**src/design/eau_pkg.sv**
```systemverilog
// ----------------------------------------------------------------------------
// Effective address unit package
// Operation codes, address source selects and controller/datapath structs.
// ----------------------------------------------------------------------------
package eau_pkg;

    typedef enum logic [3:0] {
        OP_ZP_RD   = 4'd0,
        OP_ZP_WR   = 4'd1,
        OP_ABS_RD  = 4'd2,
        OP_ABS_WR  = 4'd3,
        OP_WORD_RD = 4'd4,
        OP_IX_RD   = 4'd5,
        OP_IX_WR   = 4'd6,
        OP_IY_RD   = 4'd7,
        OP_IY_WR   = 4'd8,
        OP_JMP_IND = 4'd9
    } t_op;

    // Address sources for the memory port.
    typedef enum logic [2:0] {
        ASEL_ADDR,
        ASEL_ADDR1,
        ASEL_ZP,
        ASEL_ZP1,
        ASEL_PTR,
        ASEL_PTR1,
        ASEL_EA
    } t_asel;

    typedef struct packed {
        logic  load;
        logic  mem_en;
        logic  mem_we;
        t_asel asel;
        logic  ld_zp;
        logic  ld_lo;
        logic  ld_ptr;
        logic  ld_ea;
        logic  ld_res;
    } t_dp_cmd;

    typedef struct packed {
        t_op op;
    } t_dp_status;

    function automatic logic is_write(input t_op op);
        is_write = (op == OP_ZP_WR) || (op == OP_ABS_WR) ||
                   (op == OP_IX_WR) || (op == OP_IY_WR);
    endfunction

endpackage

```
**src/design/eau_ctrl.sv**
```systemverilog
// ----------------------------------------------------------------------------
// Effective address unit controller
// Steps each request through its pointer fetches, access and result hand-off.
// ----------------------------------------------------------------------------
module eau_ctrl import eau_pkg::*; (
    input  logic       i_clk,
    input  logic       i_rst_n,
    input  logic       i_in_valid,
    input  logic [3:0] i_in_op,
    output logic       o_in_ready,
    output logic       o_out_valid,
    input  logic       i_out_ready,
    input  t_dp_status i_status,
    output t_dp_cmd    o_cmd
);

    typedef enum logic [3:0] {
        S_IDLE,
        S_FETCH,
        S_JMP_HI,
        S_JMP_PTR,
        S_WORD_LO,
        S_WORD_HI,
        S_ZP_LO,
        S_ZP_HI,
        S_PTR_CAP,
        S_ACCESS,
        S_FINISH
    } t_state;

    t_state  r_state, n_state;
    logic    r_out_valid, n_out_valid;
    t_dp_cmd cmd;

    always_comb begin
        cmd         = '0;
        cmd.asel    = ASEL_ADDR;
        n_state     = r_state;
        n_out_valid = r_out_valid && !i_out_ready;
        case (r_state)
            S_IDLE: begin
                if (i_in_valid) begin
                    cmd.load = 1'b1;
                    case (t_op'(i_in_op))
                        OP_ZP_RD, OP_ZP_WR, OP_ABS_RD, OP_ABS_WR: n_state = S_ACCESS;
                        OP_WORD_RD: n_state = S_WORD_LO;
                        OP_IX_RD, OP_IX_WR, OP_IY_RD, OP_IY_WR, OP_JMP_IND: begin
                            n_state = S_FETCH;
                        end
                        default: n_state = S_FINISH;
                    endcase
                end
            end
            S_FETCH: begin
                cmd.mem_en = 1'b1;
                cmd.asel   = ASEL_ADDR;
                n_state    = (i_status.op == OP_JMP_IND) ? S_JMP_HI : S_ZP_LO;
            end
            S_JMP_HI: begin
                cmd.ld_lo  = 1'b1;
                cmd.mem_en = 1'b1;
                cmd.asel   = ASEL_ADDR1;
                n_state    = S_JMP_PTR;
            end
            S_JMP_PTR: begin
                cmd.ld_ptr = 1'b1;
                n_state    = S_WORD_LO;
            end
            S_WORD_LO: begin
                cmd.mem_en = 1'b1;
                cmd.asel   = ASEL_PTR;
                n_state    = S_WORD_HI;
            end
            S_WORD_HI: begin
                cmd.ld_lo  = 1'b1;
                cmd.mem_en = 1'b1;
                cmd.asel   = ASEL_PTR1;
                n_state    = S_FINISH;
            end
            S_ZP_LO: begin
                cmd.ld_zp  = 1'b1;
                cmd.mem_en = 1'b1;
                cmd.asel   = ASEL_ZP;
                n_state    = S_ZP_HI;
            end
            S_ZP_HI: begin
                cmd.ld_lo  = 1'b1;
                cmd.mem_en = 1'b1;
                cmd.asel   = ASEL_ZP1;
                n_state    = S_PTR_CAP;
            end
            S_PTR_CAP: begin
                cmd.ld_ea = 1'b1;
                n_state   = S_ACCESS;
            end
            S_ACCESS: begin
                cmd.mem_en = 1'b1;
                cmd.mem_we = is_write(i_status.op);
                cmd.asel   = ASEL_EA;
                n_state    = S_FINISH;
            end
            S_FINISH: begin
                // The read data register holds while no access is issued,
                // so the result may wait here for the output slot.
                if (!r_out_valid || i_out_ready) begin
                    cmd.ld_res  = 1'b1;
                    n_out_valid = 1'b1;
                    n_state     = S_IDLE;
                end
            end
            default: n_state = S_IDLE;
        endcase
    end

    always_ff @(posedge i_clk) begin
        if (!i_rst_n) begin
            r_state     <= S_IDLE;
            r_out_valid <= 1'b0;
        end else begin
            r_state     <= n_state;
            r_out_valid <= n_out_valid;
        end
    end

    assign o_in_ready  = (r_state == S_IDLE);
    assign o_out_valid = r_out_valid;
    assign o_cmd       = cmd;

endmodule

```
**config.mk**
```make
export PLATFORM = sky130hd
export DESIGN_NAME = eau_ctrl
export DESIGN_NICKNAME = d
export VERILOG_FILES = /design/src/design/eau_pkg.sv /design/src/design/eau_ctrl.sv
export SDC_FILE = /design/constraint.sdc
export NUM_CORES = 1
export LEC_CHECK = 0
export CAP_MARGIN = 40
export CORE_MARGIN = 2
export CORE_UTILIZATION = 35
export CTS_BUF_LIST = sky130_fd_sc_hd__clkbuf_8
export DETAILED_ROUTE_END_ITERATION = 6
export DONT_BUFFER_PORTS = 1
export PLACE_DENSITY = 0.53
export SLEW_MARGIN = 20
export SYNTH_ARGS = -nofsm -noshare
export SYNTH_HDL_FRONTEND = slang
export SYNTH_SLANG_ARGS = --single-unit
```
**constraint.sdc**
```tcl
create_clock -name i_clk -period 2.8 [get_ports i_clk]
set_input_delay 0.56 -clock i_clk [delete_from_list [all_inputs] [get_ports i_clk]]
set_output_delay 0.56 -clock i_clk [all_outputs]
set_load 0.02 [all_outputs]
```
==> metrics.txt, run 1 <==
RSZ-0062 raised after global routing no; CTS tree done; Tmin final ~2200 ps; final setup violation count 0; Worst slew margin 56.7%; Yosys cell types 30; post-CTS setup buffer count 0; clk_lat worst skew roughly 220 ps; transition time of the tightest slew-check pin roughly 640 ps; Startpoint Class flip-flop; chip height about 42 um; crit-path max cell delay between 500 and 600 ps; syn avg cell area about 7.5 um2; top-area cell type share of the netlist area between 20% and 30%; Root Buffer clkbuf_8; number of CTS-inserted buffers 3; WS Path Type flip-flop to output pin; Synth area leader dfxtp_1; number of synthesized register bits 5; # port buffers 0; synthesis warning total 0; placer congestion estimate about 0.76; fin crit share roughly four fifths; Max Slew Vio Count 0; FP Rows 13; P_int 323 uW; Worst Skew 1.38 ps; register area 100 um2; sequential fraction of the synthesis area between 20% and 30%; Wirelength per Cell about 13 um; Die X 41.6 um; total track usage 13.5%; Post-Route WL 1090 um; Clock Path Buffers 2; multi-input logic area around 350 um2; CP max-delay cell dfxtp_1; CTS resizes 0; HP Start i_rst_n; grt ovf 0; die area between 1500 and 2000 um2; WP data arrival around 1700 ps; reg2reg start r_state[3]$_SDFFE_PN0P_; CTS clk-pin slew, worst paths about 40 ps; DR DRC count 0; CP Capture Type output pin; fin nets 80; largest net degree at the start of global routing 14; core area approximately 1300 um2; Crit. Startpoint r_state[1]$_SDFFE_PN0P_; NetSw between 300 and 400 uW; PwrDens around 1200 nW/um2; I/O Pins 25; final setup TNS 0 ps; Total Power ~660 uW; Final Hold Fails 0; Leak approximately 0.0002 uW; worst hold path class input pin to flip-flop; drt pass-1 iters 4; diodes inserted 0; Synthesized Nets slightly below 80; largest vdd supply drop 0.444 mV; maxcap violations 0; Final ANT Viol Nets 0; critical path, cell by cell nand2b_1 -> nor3b_1 -> nor2b_1; Starting Density a little under two fifths; # hold bufs at CTS 0; H-tree depth 1; ranking of synthesized cells by area dfxtp_1 20%, nor2_1 7.6%, buf_6 6.8%; vias in the first global route 430; Clock Sinks 5; status finished clean; fmax ~0.45 GHz; Clk pwr share between 10% and 20%; Fillers roughly 140; layout cells sized above 1 19.4%; antenna violations before repair 0; CP max FO 12; detailed-placement wirelength estimate roughly 840 um; post-layout util about two fifths; Critical Path RT roughly 2200 ps; post-DR vias/cell ~6; sequential power share 28.4%; Mapped Cells 66; Vias 482; Switching Share a little over 50%; global-route wire length before repair about 1800 um; mapped cell area approximately 500 um2; Initial DRC Count 4; Gate power share a little over half; area delta synth->final 6.57%
[area by class of cell]
| cell class | instances | area share, % |
|---|---|---|
| Timing Repair Buffer | 1 | 1.42 |
| Clock buffer | 3 | 7.82 |
| Multi-Input combinational cell | 56 | 66.8 |
| Tap cell | 15 | 3.55 |
| Inverter | 1 | 0.711 |
| Clock inverter | 1 | 0.711 |
| Sequential cell | 5 | 19.0 |
[synth_stat cells, drive strengths merged]
| master | instances |
|---|---|
| nor3b | 1 |
| nor4b | 2 |
| nor3 | 3 |
| o21ai | 6 |
| or2 | 1 |
| a211oi | 1 |
| inv | 1 |
| a211o | 1 |
| and2 | 1 |
| o211ai | 1 |
| nor4 | 1 |
| nor2b | 2 |
| nand2 | 5 |
| a22oi | 1 |
| and3 | 3 |
| a21oi | 5 |
| nand2b | 4 |
| and2b | 1 |
| nand3 | 3 |
| or3b | 1 |
| nand3b | 2 |
| o21a | 1 |
| dfxtp | 5 |
| buf | 4 |
| nor2 | 10 |
[worst max-delay path: cells and delay by family, from the launching register on]
family	cells	cell delay, ps
flip-flops	1	570
AND/OR/NAND/NOR	3	890
[power by group through the flow]
stage	registers [uW]	clock network, uW	logic, uW
5_1_grt	194	138	379
2_1_floorplan	130	0	393
3_3_place_gp	188	0	348
4_1_cts	186	131	350
3_5_place_dp	188	0	349
6_report	187	127	344
[metal layers]
metal,routed length (um),GRT usage [%],part of all wire [%]
met1,505,16.6,46
met2,482,20.0,44
met3,103,8.70,9.4
met5,0,0,0
met4,0,1.94,0
[final timing paths]
check,slack (ps),cells past startpoint,end
max,550,3,o_cmd[0]
min,470,1,o_out_valid$_SDFF_PN0_
max reg2reg,1280,4,r_state[1]$_SDFFE_PN0P_
min reg2reg,690,2,r_state[0]$_SDFFE_PN0P_
[cells in the final DEF, fill, tap and decap left out, types with 3 or more instances in the layout]
master,synthesis,routed
dfxtp_1,5,5
nand2_1,5,5
a21oi_1,5,5
clkbuf_8,0,3
nand2b_1,4,4
nor3_1,3,3
o21ai_0,3,3
nor2_1,10,10
[flip-flops by register name (all words and copies together) (netlist names)]
signal	cells
r_state	4
o_out_valid	1
[logic make-up after synthesis]
logic type	Yosys count	synth area share (%)
AND/OR/NAND/NOR	40	50.5
AO/OA/AOI/OAI	16	20.7
flip-flops	5	20.2
buffers and inverters	5	8.58
[through the flow]
stage | setup WS [ps] | std cells | cell area (um2) | hold WS (ps)
3_3_place_gp | 795 | 78 | 483 | 683
3_5_place_dp | 780 | 78 | 483 | 691
5_1_grt | 381 | 82 | 528 | 463
6_report | 555 | 82 | 528 | 467
4_1_cts | 546 | 82 | 528 | 467
2_1_floorplan | 680 | 66 | 495 | 622
Power figures use the tool's default switching activity.
==> run 2, diff against run 1 <==
- ABC_AREA: unset -> 1
- clock period: 2.8 -> 2.3 ns (I/O delays scaled with it)
==> metrics.txt, run 2 <==
post-DR vias/cell 4.82; multi-input logic area 320 um2; fmax between 0.5 and 0.6 GHz; Root Buffer clkbuf_8; CP Capture Type output pin; largest vdd supply drop roughly 0.46 mV; final setup TNS 0 ps; fin crit share 84.8%; status finished clean; largest net degree at the start of global routing 10; Tmin final between 1500 and 2000 ps; register area about 100 um2; fin nets approximately 110; Max Slew Vio Count 0; Starting Density between 30% and 40%; final setup violation count 0; Yosys cell types 19; total track usage 12.9%; Worst Skew approximately 0.17 ps; post-CTS setup buffer count 0; Post-synth top flop dfxtp_1; Placed Area ~500 um2; number of CTS-inserted buffers 3; max FFs per register 4; Final Hold Fails 0; commonest non-fill, non-tap cells in the layout 24 x nand2_1, 16 x inv_1, 16 x nor2_1; Clock Sinks 5; area delta synth->final 13.0%; Clock Path Buffers 2; syn avg cell area 5.40 um2; layout cells sized above 1 12.6%; antenna violations before repair 0; synth cell count leaders 24 x nand2_1, 16 x nor2_1, 15 x inv_1; RSZ-0062 raised after global routing no; PwrDens 1500 nW/um2; dpl cells around 110; I/O Pins 25; global-route wire length before repair approximately 1800 um; CTS clk-pin slew, worst paths 30 ps; placer congestion estimate between 0.7 and 0.8; Die X 41.5 um; FP Rows 13; H-tree depth 1; Startpoint Class flip-flop; top-area cell type share of the netlist area between 20% and 30%; CP max FO 5; number of synthesized register bits 5; die area 1720 um2; R2R cell count 7; Cells on Worst Hold Path 2; Leak ~0.00031 uW; Fillers 160; WP data arrival between 1000 and 1500 ps; synthesis warning total 0; Mapped Cells 91; clk_lat worst skew about 220 ps; Worst slew margin between 50% and 60%; Post-Route WL between 1000 and 1500 um; # hold bufs at CTS 0; cell with the most instances after synthesis nand2_1; Wirelength per Cell ~10 um; # port buffers 0; maxcap violations 0; CTS resizes 0; Final ANT Viol Nets 0; Synth area leader dfxtp_1; Post-synth EDFFs 0; Post-Layout Cell Count 110; vias in the first global route between 400 and 500; WS Path Type flip-flop to output pin; transition time of the tightest slew-check pin about 670 ps; asr flop ratio synth 0%; Initial DRC Count 8; ranking of synthesized cells by area dfxtp_1 20%, nand2_1 18%, nor2_1 12%; sequential fraction of the synthesis area 20.4%; detailed-placement wirelength estimate 893 um; DR DRC count 0; chip height between 40 and 50 um; CTS tree done; worst hold path class input pin to flip-flop; Vias between 500 and 600; core area about 1300 um2; most common cell after layout, fill and taps aside nand2_1; cell area after layout 556 um2; drt pass-1 iters 4; Critical Path RT approximately 1800 ps; mapped cell area slightly below 500 um2; grt ovf 0; Synthesized Nets 103; largest register by flop count r_state; diodes inserted 0
## run 2: path summary, 6_finish.rpt
kind / startpoint / end / slack [ps]
setup / recovery: r_state[3]$_SDFFE_PN0P_ / o_cmd[8] / 350
hold / removal: i_rst_n / r_state[0]$_SDFFE_PN0P_ / 440
setup reg to reg: r_state[1]$_SDFFE_PN0P_ / r_state[1]$_SDFFE_PN0P_ / 1050
hold reg to reg: o_out_valid$_SDFF_PN0_ / o_out_valid$_SDFF_PN0_ / 660
## run 2: through the flow
step | power [uW] | hold slack (ps) | setup WS, ps | util, %
4_1_cts | 840 | 444 | 337 | 42.7
5_1_grt | 918 | 447 | 200 | 42.7
6_report | 833 | 440 | 349 | 42.7
3_5_place_dp | 683 | 656 | 566 | 39.2
2_1_floorplan | 608 | 625 | 712 | -
3_3_place_gp | 686 | 654 | 611 | 39.2
## run 2: kinds of logic (layout without fill, tap and decap cells)
logic type      count (synthesis)  in the layout  synth area share (%)
compound gates                 12             12                  13.0
flops                           5              5                  20.4
buf+inv                        18             22                  14.5
simple gates                   56             56                  52.2
## run 2: layer usage
| layer | track usage [%] | part of all wire (%) | routed length, um | vias up |
|---|---|---|---|---|
| met4 | 3.87 | 0 | 0 | 0 |
| met5 | 0 | 0 | 0 | - |
| met1 | 16.1 | 49 | 535 | 218 |
| li1 | - | - | - | 293 |
| met2 | 20.0 | 44 | 472 | 19 |
| met3 | 5.65 | 6.8 | 74 | 0 |
## run 2: critical path: stages (launching register included)
cell and delay (ps):
dfxtp_1 340, inv_1 90, nor2_1 240, nand3_1 190, a21oi_1 410
## run 2: area by class of cell
class / count / share of cell area, %
multi-input combinational: 68 / 57.7
sequential: 5 / 18.0
clock inverter: 1 / 0.676
tap: 15 / 3.38
timing repair buffer: 1 / 1.35
clock buffer: 3 / 7.43
inverter: 17 / 11.5
## run 2: where the power goes
group	total (uW)	leakage (uW)	internal, uW	switching (uW)
registers	172	0.0000410	117	54.6
clock network	154	0.0000269	114	40.3
logic	507	0.000241	145	362
total	833	0.000309	376	457
==> run 3, diff against run 2 <==
- clock period: 2.3 -> 1.9 ns (I/O delays scaled with it)
==> metrics.txt, run 3 (same netlist as run 2, synthesis figures left out) <==
status finished clean; maxcap violations 0; fmax roughly 0.57 GHz; Critical Path RT about 1500 ps; Max Slew Vio Count 0; Starting Density a little under two fifths; diodes inserted 0; Wirelength per Cell approximately 9.5 um; largest vdd supply drop approximately 0.80 mV; Post-Route WL 1090 um; CTS tree done; total track usage 13.0%; grt ovf 0; Leak approximately 0.00033 uW; Fillers 163; placer congestion estimate 0.784; fin nets 112; global-route wire length before repair about 1800 um; Total Power 1040 uW; Initial DRC Count 9; # hold bufs at CTS 0; clk_lat worst skew around 210 ps; FP Rows 13; Root Buffer clkbuf_8; DR DRC count 0; # port buffers 0; Placed Area 541 um2; number of CTS-inserted buffers 3; CTS clk-pin slew, worst paths 40 ps; RSZ-0062 raised after global routing no; Worst Skew 2.25 ps; cell area after layout 586 um2; core area 1300 um2; Clock Path Buffers 2; max FFs per register 4; post-CTS setup buffer count 0; CTS resizes 0; Tmin final 1760 ps; vias in the first global route around 450; Final Hold Fails 0; worst hold path class input pin to flip-flop; largest net degree at the start of global routing 10; Startpoint Class flip-flop; WP data arrival between 1000 and 1500 ps; CP max FO 9; Worst slew margin approximately two thirds; chip height 41.5 um; final setup TNS 0 ps; Final ANT Viol Nets 0; drt pass-1 iters 3; area delta synth->final 19.1%; Die X a little over 40 um; H-tree depth 1; post-DR vias/cell between 4 and 5; PwrDens approximately 1800 nW/um2; layout cells sized above 1 about 16%; Clock Sinks 5; commonest non-fill, non-tap cells in the layout 24 x nand2_1, 16 x inv_1, 16 x nor2_1; final setup violation count 0; I/O Pins 25; Vias around 550; most common cell after layout, fill and taps aside nand2_1; fin crit share a little over 90%; CP Capture Type output pin; die area 1720 um2; WS Path Type flip-flop to output pin; transition time of the tightest slew-check pin approximately 500 ps; antenna violations before repair 0; largest register by flop count r_state; detailed-placement wirelength estimate 905 um
-- run 3: changes by cell type in the layout (fill, tap and decap cells not counted) --
cell and delta:
buf_4 +4
-- run 3: final timing paths --
| path | from | endpoint | slack [ps] | cells past startpoint |
|---|---|---|---|---|
| hold / removal | i_out_ready | o_out_valid$_SDFF_PN0_ | 370 | 3 |
| setup / recovery | r_state[0]$_SDFFE_PN0P_ | o_cmd[8] | 140 | 2 |
| hold reg to reg | o_out_valid$_SDFF_PN0_ | o_out_valid$_SDFF_PN0_ | 650 | 4 |
| setup reg to reg | r_state[1]$_SDFFE_PN0P_ | r_state[1]$_SDFFE_PN0P_ | 670 | 7 |
-- run 3: power by group --
group | internal, uW | total (uW) | switching (uW)
clock | 138 | 184 | 45.8
sequential | 142 | 207 | 65.2
combinational | 203 | 649 | 446
total | 482 | 1040 | 557
-- run 3: stage by stage --
step	hold WS, ps	setup WS [ps]	util (%)	instances
finish	371	145	45.0	114
global route	394	53.2	45.0	114
CTS	368	137	45.0	114
floorplan	554	392	-	91
global placement	592	376	41.5	110
detailed placement	590	365	41.5	110
-- run 3: critical path, stage by stage (launching register included) --
cell     delay [ps]
dfxtp_1         540
nand3_1         210
a21oi_1         410
-- run 3: area by class of cell --
| class | instances | area, um2 | share of cell area, % |
|---|---|---|---|
| multi-input combinational | 68 | 320 | 54.7 |
| sequential | 5 | 100 | 17.1 |
| tap | 15 | 18.8 | 3.21 |
| inverter | 17 | 63.8 | 10.9 |
| timing repair buffer | 5 | 37.5 | 6.41 |
| clock buffer | 3 | 41.3 | 7.05 |
| clock inverter | 1 | 3.75 | 0.641 |
-- run 3: per-layer routing --
layer | share of wire (%) | global-route usage [%] | vias up | wire length [um]
met2 | 43 | 20.3 | 17 | 470
met1 | 50 | 17.7 | 230 | 548
met5 | 0 | 0 | - | 0
met4 | 0 | 1.94 | 0 | 0
li1 | - | - | 299 | -
met3 | 6.2 | 4.35 | 0 | 67
